===== config.mk =====
export PLATFORM = sky130hd
export DESIGN_NAME = rssi_proximity_table_core
export DESIGN_NICKNAME = d
export VERILOG_FILES = /design/src/rtl/rpt_pkg.sv /design/src/rtl/rpt_ram.sv /design/src/rtl/rpt_front.sv /design/src/rtl/rpt_queue.sv /design/src/rtl/rpt_back.sv /design/src/rtl/rssi_proximity_table_core.sv
export SDC_FILE = /design/constraint.sdc
export NUM_CORES = 2
export LEC_CHECK = 0
export BUFFER_PORTS_ARGS = -buffer_cell sky130_fd_sc_hd__buf_2
export CELL_PAD_IN_SITES_DETAIL_PLACEMENT = 1
export CELL_PAD_IN_SITES_GLOBAL_PLACEMENT = 1
export CORE_ASPECT_RATIO = 1.75
export CORE_UTILIZATION = 49
export CTS_CLUSTER_SIZE = 24
export DETAILED_ROUTE_END_ITERATION = 8
export PLACE_DENSITY = 0.77
export REMOVE_ABC_BUFFERS = 1
export SLEW_MARGIN = 5
export SYNTH_ARGS = -nofsm -noshare
export SYNTH_HDL_FRONTEND = slang
export SYNTH_SLANG_ARGS = --single-unit

===== constraint.sdc =====
create_clock -name clk -period 7.8 [get_ports clk]
set_input_delay 0 -clock clk [delete_from_list [all_inputs] [get_ports clk]]
set_output_delay 0 -clock clk [all_outputs]
set_load 0.05 [all_outputs]

===== src/rtl/rpt_pkg.sv =====
`timescale 1ns / 1ps
`default_nettype none
// ----------------------------------------------------------------------------
// rpt_pkg
// Shared types and constants of the proximity table: item and entry layouts,
// status codes, threshold pair and queue sizing.
// ----------------------------------------------------------------------------
package rpt_pkg;

  localparam int ADDR_W      = 48;
  localparam int RSSI_W      = 8;
  localparam int STATUS_W    = 2;
  localparam int CFG_IDX_W   = 1;
  localparam int QUEUE_DEPTH = 2;

  localparam logic [CFG_IDX_W-1:0] CFG_LOCK_RSSI    = 1'd0;
  localparam logic [CFG_IDX_W-1:0] CFG_LOCK_AVERAGE = 1'd1;

  localparam logic [STATUS_W-1:0] STATUS_UPDATED  = 2'd0;
  localparam logic [STATUS_W-1:0] STATUS_INSERTED = 2'd1;
  localparam logic [STATUS_W-1:0] STATUS_IGNORED  = 2'd2;
  localparam logic [STATUS_W-1:0] STATUS_FULL     = 2'd3;

  // -100 dBm and -60 dBm in two's complement
  localparam logic [RSSI_W-1:0] FLOOR_RSSI    = 8'h9C;
  localparam logic [RSSI_W-1:0] THRESHOLD_RST = 8'hC4;

  typedef enum logic [1:0] {
    KIND_REPORT,
    KIND_QUERY,
    KIND_IGNORE
  } kind_t;

  typedef struct packed {
    kind_t             kind;
    logic [ADDR_W-1:0] addr;
    logic [RSSI_W-1:0] sample;
  } item_t;

  typedef struct packed {
    logic [ADDR_W-1:0] addr;
    logic [RSSI_W-1:0] last;
    logic [RSSI_W-1:0] avg;
  } entry_t;

  typedef struct packed {
    logic [RSSI_W-1:0] rssi_thr;
    logic [RSSI_W-1:0] avg_thr;
  } thr_t;

endpackage

`default_nettype wire


===== src/rtl/rpt_ram.sv =====
`timescale 1ns / 1ps
`default_nettype none
// ----------------------------------------------------------------------------
// rpt_ram
// Generic single-write, single-read RAM with registered read data.
// ----------------------------------------------------------------------------
module rpt_ram #(
  parameter int WIDTH = 64,
  parameter int DEPTH = 16
) (
  input  wire logic                                  clk,
  input  wire logic                                  we,
  input  wire logic [(DEPTH > 1 ? $clog2(DEPTH) : 1)-1:0] waddr,
  input  wire logic [WIDTH-1:0]                      wdata,
  input  wire logic [(DEPTH > 1 ? $clog2(DEPTH) : 1)-1:0] raddr,
  output logic      [WIDTH-1:0]                      rdata
);

  logic [WIDTH-1:0] mem [DEPTH];

  always_ff @(posedge clk) begin
    if (we) begin
      mem[waddr] <= wdata;
    end
    rdata <= mem[raddr];
  end

endmodule

`default_nettype wire


===== src/rtl/rpt_front.sv =====
`timescale 1ns / 1ps
`default_nettype none
// ----------------------------------------------------------------------------
// rpt_front
// Front end: accept a command, classify it as report, query or ignored
// report, and push it into the work queue.
// ----------------------------------------------------------------------------
module rpt_front (
  input  wire logic                       start,
  input  wire logic                       in_mode,
  input  wire logic [rpt_pkg::ADDR_W-1:0] in_mac_address,
  input  wire logic [rpt_pkg::RSSI_W-1:0] in_rssi_sample,
  input  wire logic                       in_service_data_present,
  input  wire logic                       q_full,
  output logic                            busy,
  output logic                            push,
  output rpt_pkg::item_t                  push_item
);

  assign busy = q_full;
  assign push = start && !q_full;

  always_comb begin
    push_item.addr   = in_mac_address;
    push_item.sample = in_rssi_sample;
    if (in_mode) begin
      push_item.kind = rpt_pkg::KIND_QUERY;
    end else if (in_service_data_present) begin
      push_item.kind = rpt_pkg::KIND_REPORT;
    end else begin
      push_item.kind = rpt_pkg::KIND_IGNORE;
    end
  end

endmodule

`default_nettype wire


===== src/rtl/rpt_queue.sv =====
`timescale 1ns / 1ps
`default_nettype none
// ----------------------------------------------------------------------------
// rpt_queue
// Short FIFO of classified items between the front end and the table walker.
// ----------------------------------------------------------------------------
module rpt_queue (
  input  wire logic           clk,
  input  wire logic           rst_n,
  input  wire logic           push,
  input  wire rpt_pkg::item_t push_item,
  input  wire logic           pop,
  output rpt_pkg::item_t      pop_item,
  output logic                full,
  output logic                empty
);

  localparam int QPTR_W = (rpt_pkg::QUEUE_DEPTH > 1) ? $clog2(rpt_pkg::QUEUE_DEPTH) : 1;
  localparam int QCNT_W = $clog2(rpt_pkg::QUEUE_DEPTH + 1);

  rpt_pkg::item_t    slot_r [rpt_pkg::QUEUE_DEPTH];
  logic [QPTR_W-1:0] wr_ptr_r;
  logic [QPTR_W-1:0] wr_ptr_nxt;
  logic [QPTR_W-1:0] rd_ptr_r;
  logic [QPTR_W-1:0] rd_ptr_nxt;
  logic [QCNT_W-1:0] count_r;
  logic [QCNT_W-1:0] count_nxt;
  logic              do_push;
  logic              do_pop;

  assign full     = (count_r == QCNT_W'(rpt_pkg::QUEUE_DEPTH));
  assign empty    = (count_r == '0);
  assign pop_item = slot_r[rd_ptr_r];
  assign do_push  = push && !full;
  assign do_pop   = pop && !empty;

  always_comb begin
    wr_ptr_nxt = wr_ptr_r;
    rd_ptr_nxt = rd_ptr_r;
    count_nxt  = count_r;
    if (do_push) begin
      wr_ptr_nxt = (wr_ptr_r == QPTR_W'(rpt_pkg::QUEUE_DEPTH - 1)) ? '0 : wr_ptr_r + 1'b1;
    end
    if (do_pop) begin
      rd_ptr_nxt = (rd_ptr_r == QPTR_W'(rpt_pkg::QUEUE_DEPTH - 1)) ? '0 : rd_ptr_r + 1'b1;
    end
    if (do_push && !do_pop) begin
      count_nxt = count_r + 1'b1;
    end else if (do_pop && !do_push) begin
      count_nxt = count_r - 1'b1;
    end
  end

  always_ff @(posedge clk) begin
    if (!rst_n) begin
      wr_ptr_r <= '0;
      rd_ptr_r <= '0;
      count_r  <= '0;
    end else begin
      wr_ptr_r <= wr_ptr_nxt;
      rd_ptr_r <= rd_ptr_nxt;
      count_r  <= count_nxt;
    end
  end

  always_ff @(posedge clk) begin
    if (do_push) begin
      slot_r[wr_ptr_r] <= push_item;
    end
  end

endmodule

`default_nettype wire


===== src/rtl/rpt_back.sv =====
`timescale 1ns / 1ps
`default_nettype none
// ----------------------------------------------------------------------------
// rpt_back
// Table walker: pops one item; an ignored report gets its result at once, any
// other reads every table entry in turn from the entry RAM, then writes back the report or returns the query winner.
// ----------------------------------------------------------------------------
module rpt_back #(
  parameter int TABLE_ENTRIES = 16
) (
  input  wire logic                        clk,
  input  wire logic                        rst_n,
  input  wire rpt_pkg::thr_t               thr,
  input  wire logic                        q_empty,
  input  wire rpt_pkg::item_t              q_item,
  output logic                             q_pop,
  output logic                             out_valid,
  output logic [rpt_pkg::STATUS_W-1:0]     out_report_status,
  output logic                             out_found,
  output logic [rpt_pkg::ADDR_W-1:0]       out_winner_address,
  output logic [rpt_pkg::RSSI_W-1:0]       out_winner_rssi,
  output logic [rpt_pkg::RSSI_W-1:0]       out_winner_average
);

  localparam int IDX_W = (TABLE_ENTRIES > 1) ? $clog2(TABLE_ENTRIES) : 1;

  typedef enum logic [1:0] {
    S_IDLE,
    S_WALK,
    S_FINISH
  } state_t;

  state_t                           state_r;
  state_t                           state_nxt;
  logic [TABLE_ENTRIES-1:0]         valid_r;
  logic [TABLE_ENTRIES-1:0]         valid_nxt;
  logic [IDX_W-1:0]                 idx_r;
  logic [IDX_W-1:0]                 idx_nxt;
  rpt_pkg::item_t                   item_r;
  rpt_pkg::item_t                   item_nxt;
  logic                             hit_r;
  logic                             hit_nxt;
  logic [IDX_W-1:0]                 hit_idx_r;
  logic [IDX_W-1:0]                 hit_idx_nxt;
  logic [rpt_pkg::RSSI_W-1:0]       hit_avg_r;
  logic [rpt_pkg::RSSI_W-1:0]       hit_avg_nxt;
  logic                             free_r;
  logic                             free_nxt;
  logic [IDX_W-1:0]                 free_idx_r;
  logic [IDX_W-1:0]                 free_idx_nxt;
  logic                             found_r;
  logic                             found_nxt;
  logic [rpt_pkg::ADDR_W-1:0]       w_addr_r;
  logic [rpt_pkg::ADDR_W-1:0]       w_addr_nxt;
  logic [rpt_pkg::RSSI_W-1:0]       w_rssi_r;
  logic [rpt_pkg::RSSI_W-1:0]       w_rssi_nxt;
  logic [rpt_pkg::RSSI_W-1:0]       w_avg_r;
  logic [rpt_pkg::RSSI_W-1:0]       w_avg_nxt;

  logic                             out_valid_r;
  logic                             out_valid_nxt;
  logic [rpt_pkg::STATUS_W-1:0]     out_status_r;
  logic [rpt_pkg::STATUS_W-1:0]     out_status_nxt;
  logic                             out_found_r;
  logic                             out_found_nxt;
  logic [rpt_pkg::ADDR_W-1:0]       out_addr_r;
  logic [rpt_pkg::ADDR_W-1:0]       out_addr_nxt;
  logic [rpt_pkg::RSSI_W-1:0]       out_rssi_r;
  logic [rpt_pkg::RSSI_W-1:0]       out_rssi_nxt;
  logic [rpt_pkg::RSSI_W-1:0]       out_avg_r;
  logic [rpt_pkg::RSSI_W-1:0]       out_avg_nxt;

  logic                             ram_we;
  logic [IDX_W-1:0]                 ram_waddr;
  rpt_pkg::entry_t                  ram_wdata;
  logic [IDX_W-1:0]                 ram_raddr;
  rpt_pkg::entry_t                  ram_rdata;

  logic                             last_idx;
  logic                             ent_valid;
  logic signed [rpt_pkg::RSSI_W-1:0] ent_last;
  logic signed [rpt_pkg::RSSI_W-1:0] ent_avg;
  logic signed [rpt_pkg::RSSI_W-1:0] cur_w_rssi;
  logic                             qualifies;
  logic                             beats;
  logic signed [rpt_pkg::RSSI_W:0]  avg_sum;
  logic signed [rpt_pkg::RSSI_W:0]  avg_adj;
  logic [rpt_pkg::RSSI_W-1:0]       avg_new;

  rpt_ram #(
    .WIDTH ($bits(rpt_pkg::entry_t)),
    .DEPTH (TABLE_ENTRIES)
  ) u_entry_ram (
    .clk   (clk),
    .we    (ram_we),
    .waddr (ram_waddr),
    .wdata (ram_wdata),
    .raddr (ram_raddr),
    .rdata (ram_rdata)
  );

  assign last_idx   = (idx_r == IDX_W'(TABLE_ENTRIES - 1));
  assign ent_valid  = valid_r[idx_r];
  assign ent_last   = ram_rdata.last;
  assign ent_avg    = ram_rdata.avg;
  assign cur_w_rssi = w_rssi_r;
  assign qualifies  = ent_valid
                      && ((ent_last > $signed(thr.rssi_thr)) || (ent_avg > $signed(thr.avg_thr)));
  assign beats      = (ent_last > cur_w_rssi)
                      || (found_r && (ent_last == cur_w_rssi) && (ram_rdata.addr < w_addr_r));

  // truncate toward zero: bias odd negative sums up by one before the shift
  assign avg_sum = {hit_avg_r[rpt_pkg::RSSI_W-1], hit_avg_r}
                   + {item_r.sample[rpt_pkg::RSSI_W-1], item_r.sample};
  assign avg_adj = avg_sum + {{rpt_pkg::RSSI_W{1'b0}}, avg_sum[rpt_pkg::RSSI_W] & avg_sum[0]};
  assign avg_new = avg_adj[rpt_pkg::RSSI_W:1];

  always_comb begin
    state_nxt      = state_r;
    valid_nxt      = valid_r;
    idx_nxt        = idx_r;
    item_nxt       = item_r;
    hit_nxt        = hit_r;
    hit_idx_nxt    = hit_idx_r;
    hit_avg_nxt    = hit_avg_r;
    free_nxt       = free_r;
    free_idx_nxt   = free_idx_r;
    found_nxt      = found_r;
    w_addr_nxt     = w_addr_r;
    w_rssi_nxt     = w_rssi_r;
    w_avg_nxt      = w_avg_r;
    out_valid_nxt  = 1'b0;
    out_status_nxt = out_status_r;
    out_found_nxt  = out_found_r;
    out_addr_nxt   = out_addr_r;
    out_rssi_nxt   = out_rssi_r;
    out_avg_nxt    = out_avg_r;
    q_pop          = 1'b0;
    ram_we         = 1'b0;
    ram_waddr      = '0;
    ram_wdata      = '0;
    ram_raddr      = '0;
    unique case (state_r)
      S_IDLE: begin
        if (!q_empty) begin
          q_pop    = 1'b1;
          item_nxt = q_item;
          if (q_item.kind == rpt_pkg::KIND_IGNORE) begin
            out_valid_nxt  = 1'b1;
            out_status_nxt = rpt_pkg::STATUS_IGNORED;
            out_found_nxt  = 1'b0;
            out_addr_nxt   = '0;
            out_rssi_nxt   = rpt_pkg::FLOOR_RSSI;
            out_avg_nxt    = rpt_pkg::FLOOR_RSSI;
          end else begin
            idx_nxt    = '0;
            hit_nxt    = 1'b0;
            free_nxt   = 1'b0;
            found_nxt  = 1'b0;
            w_addr_nxt = '0;
            w_rssi_nxt = rpt_pkg::FLOOR_RSSI;
            w_avg_nxt  = rpt_pkg::FLOOR_RSSI;
            state_nxt  = S_WALK;
          end
        end
      end
      S_WALK: begin
        ram_raddr = last_idx ? '0 : idx_r + 1'b1;
        if (item_r.kind == rpt_pkg::KIND_QUERY) begin
          if (qualifies && beats) begin
            found_nxt  = 1'b1;
            w_addr_nxt = ram_rdata.addr;
            w_rssi_nxt = ram_rdata.last;
            w_avg_nxt  = ram_rdata.avg;
          end
        end else begin
          if (ent_valid && !hit_r && (ram_rdata.addr == item_r.addr)) begin
            hit_nxt     = 1'b1;
            hit_idx_nxt = idx_r;
            hit_avg_nxt = ram_rdata.avg;
          end
          if (!ent_valid && !free_r) begin
            free_nxt     = 1'b1;
            free_idx_nxt = idx_r;
          end
        end
        if (last_idx) begin
          state_nxt = S_FINISH;
        end else begin
          idx_nxt = idx_r + 1'b1;
        end
      end
      S_FINISH: begin
        out_valid_nxt = 1'b1;
        state_nxt     = S_IDLE;
        if (item_r.kind == rpt_pkg::KIND_QUERY) begin
          out_status_nxt = rpt_pkg::STATUS_UPDATED;
          out_found_nxt  = found_r;
          out_addr_nxt   = w_addr_r;
          out_rssi_nxt   = w_rssi_r;
          out_avg_nxt    = w_avg_r;
        end else begin
          out_found_nxt = 1'b0;
          out_addr_nxt  = '0;
          out_rssi_nxt  = rpt_pkg::FLOOR_RSSI;
          out_avg_nxt   = rpt_pkg::FLOOR_RSSI;
          ram_wdata.addr = item_r.addr;
          ram_wdata.last = item_r.sample;
          if (hit_r) begin
            ram_we         = 1'b1;
            ram_waddr      = hit_idx_r;
            ram_wdata.avg  = avg_new;
            out_status_nxt = rpt_pkg::STATUS_UPDATED;
          end else if (free_r) begin
            ram_we               = 1'b1;
            ram_waddr            = free_idx_r;
            ram_wdata.avg        = item_r.sample;
            valid_nxt[free_idx_r] = 1'b1;
            out_status_nxt       = rpt_pkg::STATUS_INSERTED;
          end else begin
            out_status_nxt = rpt_pkg::STATUS_FULL;
          end
        end
      end
      default: begin
        state_nxt = S_IDLE;
      end
    endcase
  end

  always_ff @(posedge clk) begin
    if (!rst_n) begin
      state_r     <= S_IDLE;
      valid_r     <= '0;
      out_valid_r <= 1'b0;
    end else begin
      state_r     <= state_nxt;
      valid_r     <= valid_nxt;
      out_valid_r <= out_valid_nxt;
    end
    idx_r        <= idx_nxt;
    item_r       <= item_nxt;
    hit_r        <= hit_nxt;
    hit_idx_r    <= hit_idx_nxt;
    hit_avg_r    <= hit_avg_nxt;
    free_r       <= free_nxt;
    free_idx_r   <= free_idx_nxt;
    found_r      <= found_nxt;
    w_addr_r     <= w_addr_nxt;
    w_rssi_r     <= w_rssi_nxt;
    w_avg_r      <= w_avg_nxt;
    out_status_r <= out_status_nxt;
    out_found_r  <= out_found_nxt;
    out_addr_r   <= out_addr_nxt;
    out_rssi_r   <= out_rssi_nxt;
    out_avg_r    <= out_avg_nxt;
  end

  assign out_valid          = out_valid_r;
  assign out_report_status  = out_status_r;
  assign out_found          = out_found_r;
  assign out_winner_address = out_addr_r;
  assign out_winner_rssi    = out_rssi_r;
  assign out_winner_average = out_avg_r;

endmodule

`default_nettype wire


===== src/rtl/rssi_proximity_table_core.sv =====
`timescale 1ns / 1ps
`default_nettype none
// ----------------------------------------------------------------------------
// rssi_proximity_table_core
// Device proximity table: reports update or insert devices keyed by address,
// queries return the strongest qualifying device.
//
//   channel  ports                                  transfer when
//   input    start, busy, in_*                      start && !busy
//   result   out_valid, out_*                       out_valid (one cycle)
//   config   cfg_we, cfg_index, cfg_data            cfg_we
//
// Reports and queries are walked one item at a time: one entry RAM read per
// entry, then a finish state for write-back and result.
// Reports without service data get their result without a walk.
// A two-item queue decouples the front end; busy is high while it is full.
// Reset clears the entry valid bits at once; no clearing pass is needed.
// Results are presented for one cycle; the receiver cannot stall.
// ----------------------------------------------------------------------------
module rssi_proximity_table_core #(
  parameter int TABLE_ENTRIES = 16
) (
  input  wire logic                          clk,
  input  wire logic                          rst_n,
  input  wire logic                          start,
  output logic                               busy,
  input  wire logic                          in_mode,
  input  wire logic [rpt_pkg::ADDR_W-1:0]    in_mac_address,
  input  wire logic [rpt_pkg::RSSI_W-1:0]    in_rssi_sample,
  input  wire logic                          in_service_data_present,
  output logic                               out_valid,
  output logic [rpt_pkg::STATUS_W-1:0]       out_report_status,
  output logic                               out_found,
  output logic [rpt_pkg::ADDR_W-1:0]         out_winner_address,
  output logic signed [rpt_pkg::RSSI_W-1:0]  out_winner_rssi,
  output logic signed [rpt_pkg::RSSI_W-1:0]  out_winner_average,
  input  wire logic                          cfg_we,
  input  wire logic [rpt_pkg::CFG_IDX_W-1:0] cfg_index,
  input  wire logic [rpt_pkg::RSSI_W-1:0]    cfg_data
);

  rpt_pkg::thr_t  thr_r;
  rpt_pkg::thr_t  thr_nxt;
  logic           q_full;
  logic           q_empty;
  logic           q_push;
  logic           q_pop;
  rpt_pkg::item_t q_push_item;
  rpt_pkg::item_t q_pop_item;

  always_comb begin
    thr_nxt = thr_r;
    if (cfg_we) begin
      unique case (cfg_index)
        rpt_pkg::CFG_LOCK_RSSI:    thr_nxt.rssi_thr = cfg_data;
        rpt_pkg::CFG_LOCK_AVERAGE: thr_nxt.avg_thr  = cfg_data;
      endcase
    end
  end

  always_ff @(posedge clk) begin
    if (!rst_n) begin
      thr_r.rssi_thr <= rpt_pkg::THRESHOLD_RST;
      thr_r.avg_thr  <= rpt_pkg::THRESHOLD_RST;
    end else begin
      thr_r <= thr_nxt;
    end
  end

  rpt_front u_front (
    .start                   (start),
    .in_mode                 (in_mode),
    .in_mac_address          (in_mac_address),
    .in_rssi_sample          (in_rssi_sample),
    .in_service_data_present (in_service_data_present),
    .q_full                  (q_full),
    .busy                    (busy),
    .push                    (q_push),
    .push_item               (q_push_item)
  );

  rpt_queue u_queue (
    .clk       (clk),
    .rst_n     (rst_n),
    .push      (q_push),
    .push_item (q_push_item),
    .pop       (q_pop),
    .pop_item  (q_pop_item),
    .full      (q_full),
    .empty     (q_empty)
  );

  rpt_back #(
    .TABLE_ENTRIES (TABLE_ENTRIES)
  ) u_back (
    .clk                (clk),
    .rst_n              (rst_n),
    .thr                (thr_r),
    .q_empty            (q_empty),
    .q_item             (q_pop_item),
    .q_pop              (q_pop),
    .out_valid          (out_valid),
    .out_report_status  (out_report_status),
    .out_found          (out_found),
    .out_winner_address (out_winner_address),
    .out_winner_rssi    (out_winner_rssi),
    .out_winner_average (out_winner_average)
  );

  a_accept_queued: assert property (@(posedge clk) disable iff (!rst_n)
    (start && !busy) |=> !q_empty)
    else $error("accepted transfer not held in queue");

  a_winner_above_floor: assert property (@(posedge clk) disable iff (!rst_n)
    (out_valid && out_found) |-> (out_winner_rssi > $signed(rpt_pkg::FLOOR_RSSI)))
    else $error("winner not above floor");

  a_report_no_winner: assert property (@(posedge clk) disable iff (!rst_n)
    (out_valid && (out_report_status != rpt_pkg::STATUS_UPDATED)) |-> !out_found)
    else $error("report result flags a winner");

  a_pop_needs_item: assert property (@(posedge clk) disable iff (!rst_n)
    q_pop |-> !q_empty)
    else $error("pop from empty queue");

endmodule

`default_nettype wire

==> metrics.txt <==
status=finished, final reports clean; number of CTS-inserted buffers=130; IO buf count=139; final wirelength=163800 µm; Int Power=14.77 mW; worst hold path depth=2; worst path arrival time=5080 ps; CP max FO=63; Pre-antenna DRT Iters=7; EDFF count, synth=1352; kind of critical path=register to register; crit start category=register; antenna viol nets, final=0; routability congestion estimate=0.8285; via density per instance=6.257; wire length of the first global-routing pass=236700 µm; RSZ-0062 raised after global routing=no; share of layout cells above drive strength 1=13.27%; max frequency=213.3 MHz; FF+latch count, synth=1456; clk root buf=clkbuf_16; Reg2Reg Setup Slack=3110 ps; Leakage=19.82 nW; CTS tree=yes; largest cells by area after synthesis=edfxtp_1, mux2i_1, dfxtp_1; post-CTS resize count=0; Hold EP=u_queue.slot_r[1][32]; setup_tns=0 ps; Core Rows=164; wire per inst=30.51 µm; Worst Skew=31.39 ps; Power Dens Cells=337.8 mW/mm²; Clock Pin Slew Worst Setup and Hold Paths=60 ps; Crit Reg-Reg Endpoint=u_back.u_entry_ram.mem[13][32]; Hold Path Class=primary input to register; GRT Total Usage=27.97%; Die W=258.8 µm; highest-count cells in the layout ignoring fill and taps=edfxtp_1, a21oi_1, o22ai_1; First DRT Iteration DRCs=3406; synth unique cells=66; Area Overhead vs Synth=14.67%; share of total power in the clock network=31.4%; ys flop type=edfxtp_1; Slew HR=11.27%; sequential fraction of the synthesis area=75.48%; Worst R2R Path Depth=8; largest net degree at the start of global routing=165; H-tree depth=4; Initial Util=49.48%; syn avg cell area=16.18 µm²; Post-synth ARST share=0%; Via Count=33.60k; period utilization=60.11%; fin crit period=4689 ps; hpwl dp=91660 µm; initial antenna violation count=4; sequential power share=45.1%; fraction of power spent switching nets=32.56%; min-delay src=in_mac_address[24]; vias in the first global route=35.64k; worst slew pin tran=1326 ps; Yosys top cell area share=71.80%; NumNets Final=3918; global route total overflow=0; Slew Viols, Final=0; Die H=451.4 µm; crit path from=u_back.state_r[1]; Comb pwr share=23.5%; drc violations=0; Synth Warn #=0; Req. time, crit path=8190 ps; Fillers=10.45k; mapped cell area=0.05655 mm²; hold slack=52.71 ps; post-synth top area cell=edfxtp_1; Max rail drop VDD=389.5 µV; clock sinks=1456; Longest Clk Path Bufs=3; final hold violations=0; Cells after Synth=3494; Switch Pwr=7.132 mW; core area=0.1143 mm²; reg2reg start=u_back.state_r[1]; Skew-Pair Late Insertion Delay=790 ps; Worst setup EP type=register; most common cell after layout, fill and taps aside=edfxtp_1; I/O pin cnt=140; max_cap viols=0; die area=0.1168 mm²; endpoints failing setup=0
-- worst max path at each step --
stage,endpoint,slack [ps],depth (start not counted)
final,u_back.u_entry_ram.mem[13][32],3110,8
after global routing,u_back.u_entry_ram.mem[13][54],2920,8
after CTS,u_back.u_entry_ram.mem[13][32],3120,8
after detailed placement,u_back.u_entry_ram.mem[13][33],3210,8
after global placement,u_back.w_addr_r[19],3250,10
after floorplan,u_back.u_entry_ram.rdata[0],-17090,8
-- critical path, stage by stage (launching register included) --
cell and delay (ps):
dfxtp_1 430, inv_1 150, nor2_4 120, buf_4 800, nand2_1 280, nor2_1 290
o2111ai_1 480, nor2_4 1030, buf_4 670
-- through the flow --
| step | cell area (µm²) | power (mW) | instances | util, % | setup slack, ps |
|---|---|---|---|---|---|
| 3_5_place_dp | 58930 | 15.01 | 4990 | 51.56 | 3207 |
| 5_1_grt | 64840 | 22.50 | 5369 | 56.73 | 2918 |
| 4_1_cts | 64840 | 21.92 | 5368 | 56.73 | 3121 |
| 2_1_floorplan | 55510 | 13.36 | 3288 | - | -17090 |
| 3_3_place_gp | 58930 | 14.89 | 4990 | 51.56 | 3248 |
| 6_report | 64840 | 21.90 | 5369 | 56.73 | 3111 |
-- metal layers --
| layer | vias to the layer above | share of wire, % | global-route usage (%) |
|---|---|---|---|
| li1 | 14314 | - | - |
| met1 | 17495 | 37 | 33.45 |
| met2 | 1418 | 52 | 49.37 |
| met3 | 366 | 5.9 | 3.808 |
| met4 | 2 | 4.9 | 13.81 |
| met5 | - | 0.0055 | 0 |
-- cells by family (layout without fill, tap and decap cells) --
| logic type | count (synthesis) | after routing | synth area share [%] |
|---|---|---|---|
| simple gates | 430 | 430 | 4.118 |
| mux | 320 | 320 | 5.883 |
| xor+xnor | 60 | 60 | 0.9293 |
| other cells | 0 | 1 | 0 |
| buf+inv | 299 | 679 | 2.454 |
| flops | 1456 | 1456 | 75.48 |
| fa+ha+maj | 83 | 83 | 1.850 |
| compound gates | 846 | 846 | 9.289 |
-- area by class of cell --
class	count	area, µm²	area share [%]
multi-input cells	1739	12710	19.60
clock inverters	69	920.9	1.420
diodes	1	2.502	0.003859
inverters	93	350.3	0.5403
flip-flops and latches	1456	42680	65.83
clock buffers	173	3630	5.598
well taps	1494	1869	2.883
repair buffers	344	2675	4.125
-- registers in the layout, summed over array words and instances (netlist names), 2 cells and up, named ones only --
name                       flops
thr_r                         16
u_back.cur_w_rssi              8
u_back.free_idx_r              4
u_back.hit_avg_r               8
u_back.hit_idx_r               4
u_back.idx_r                   4
u_back.item_r                 58
u_back.out_report_status       2
u_back.out_winner_address     48
u_back.out_winner_average      8
u_back.out_winner_rssi         8
u_back.state_r                 2
u_back.u_entry_ram.mem      1024
u_back.u_entry_ram.rdata      64
u_back.valid_r                16
u_back.w_addr_r               48
u_back.w_avg_r                 8
u_queue.count_r                2
u_queue.slot_r               116
-- synth_stat cells, drive strengths merged, types with 26 or more instances --
library cell,instances
a21oi,295
ha,82
and2,62
nor3,64
buf,94
dfxtp,104
and3,68
nor2,69
xor2,29
nand2,58
o22ai,259
o21ai,26
xnor2,31
mux2,59
mux2i,257
edfxtp,1352
nor2b,26
inv,93
a211oi,196
clkbuf,112
-- power by group through the flow --
| stage | clock network (mW) | registers, mW | logic (mW) |
|---|---|---|---|
| 2_1_floorplan | 0 | 9.89 | 3.47 |
| 3_3_place_gp | 0 | 9.98 | 4.90 |
| 3_5_place_dp | 0 | 10.0 | 4.99 |
| 4_1_cts | 6.95 | 9.86 | 5.11 |
| 5_1_grt | 7.18 | 9.90 | 5.42 |
| 6_report | 6.88 | 9.87 | 5.15 |
-- timing repair --
item | CTS | global route
hold buffers | 136 | 0
setup endpoints to repair | 0 | 0
endpoints found under the hold margin | 186 | 0
buffers inserted | 0 | 0
Note: power is estimated with default switching activity, not from simulation.
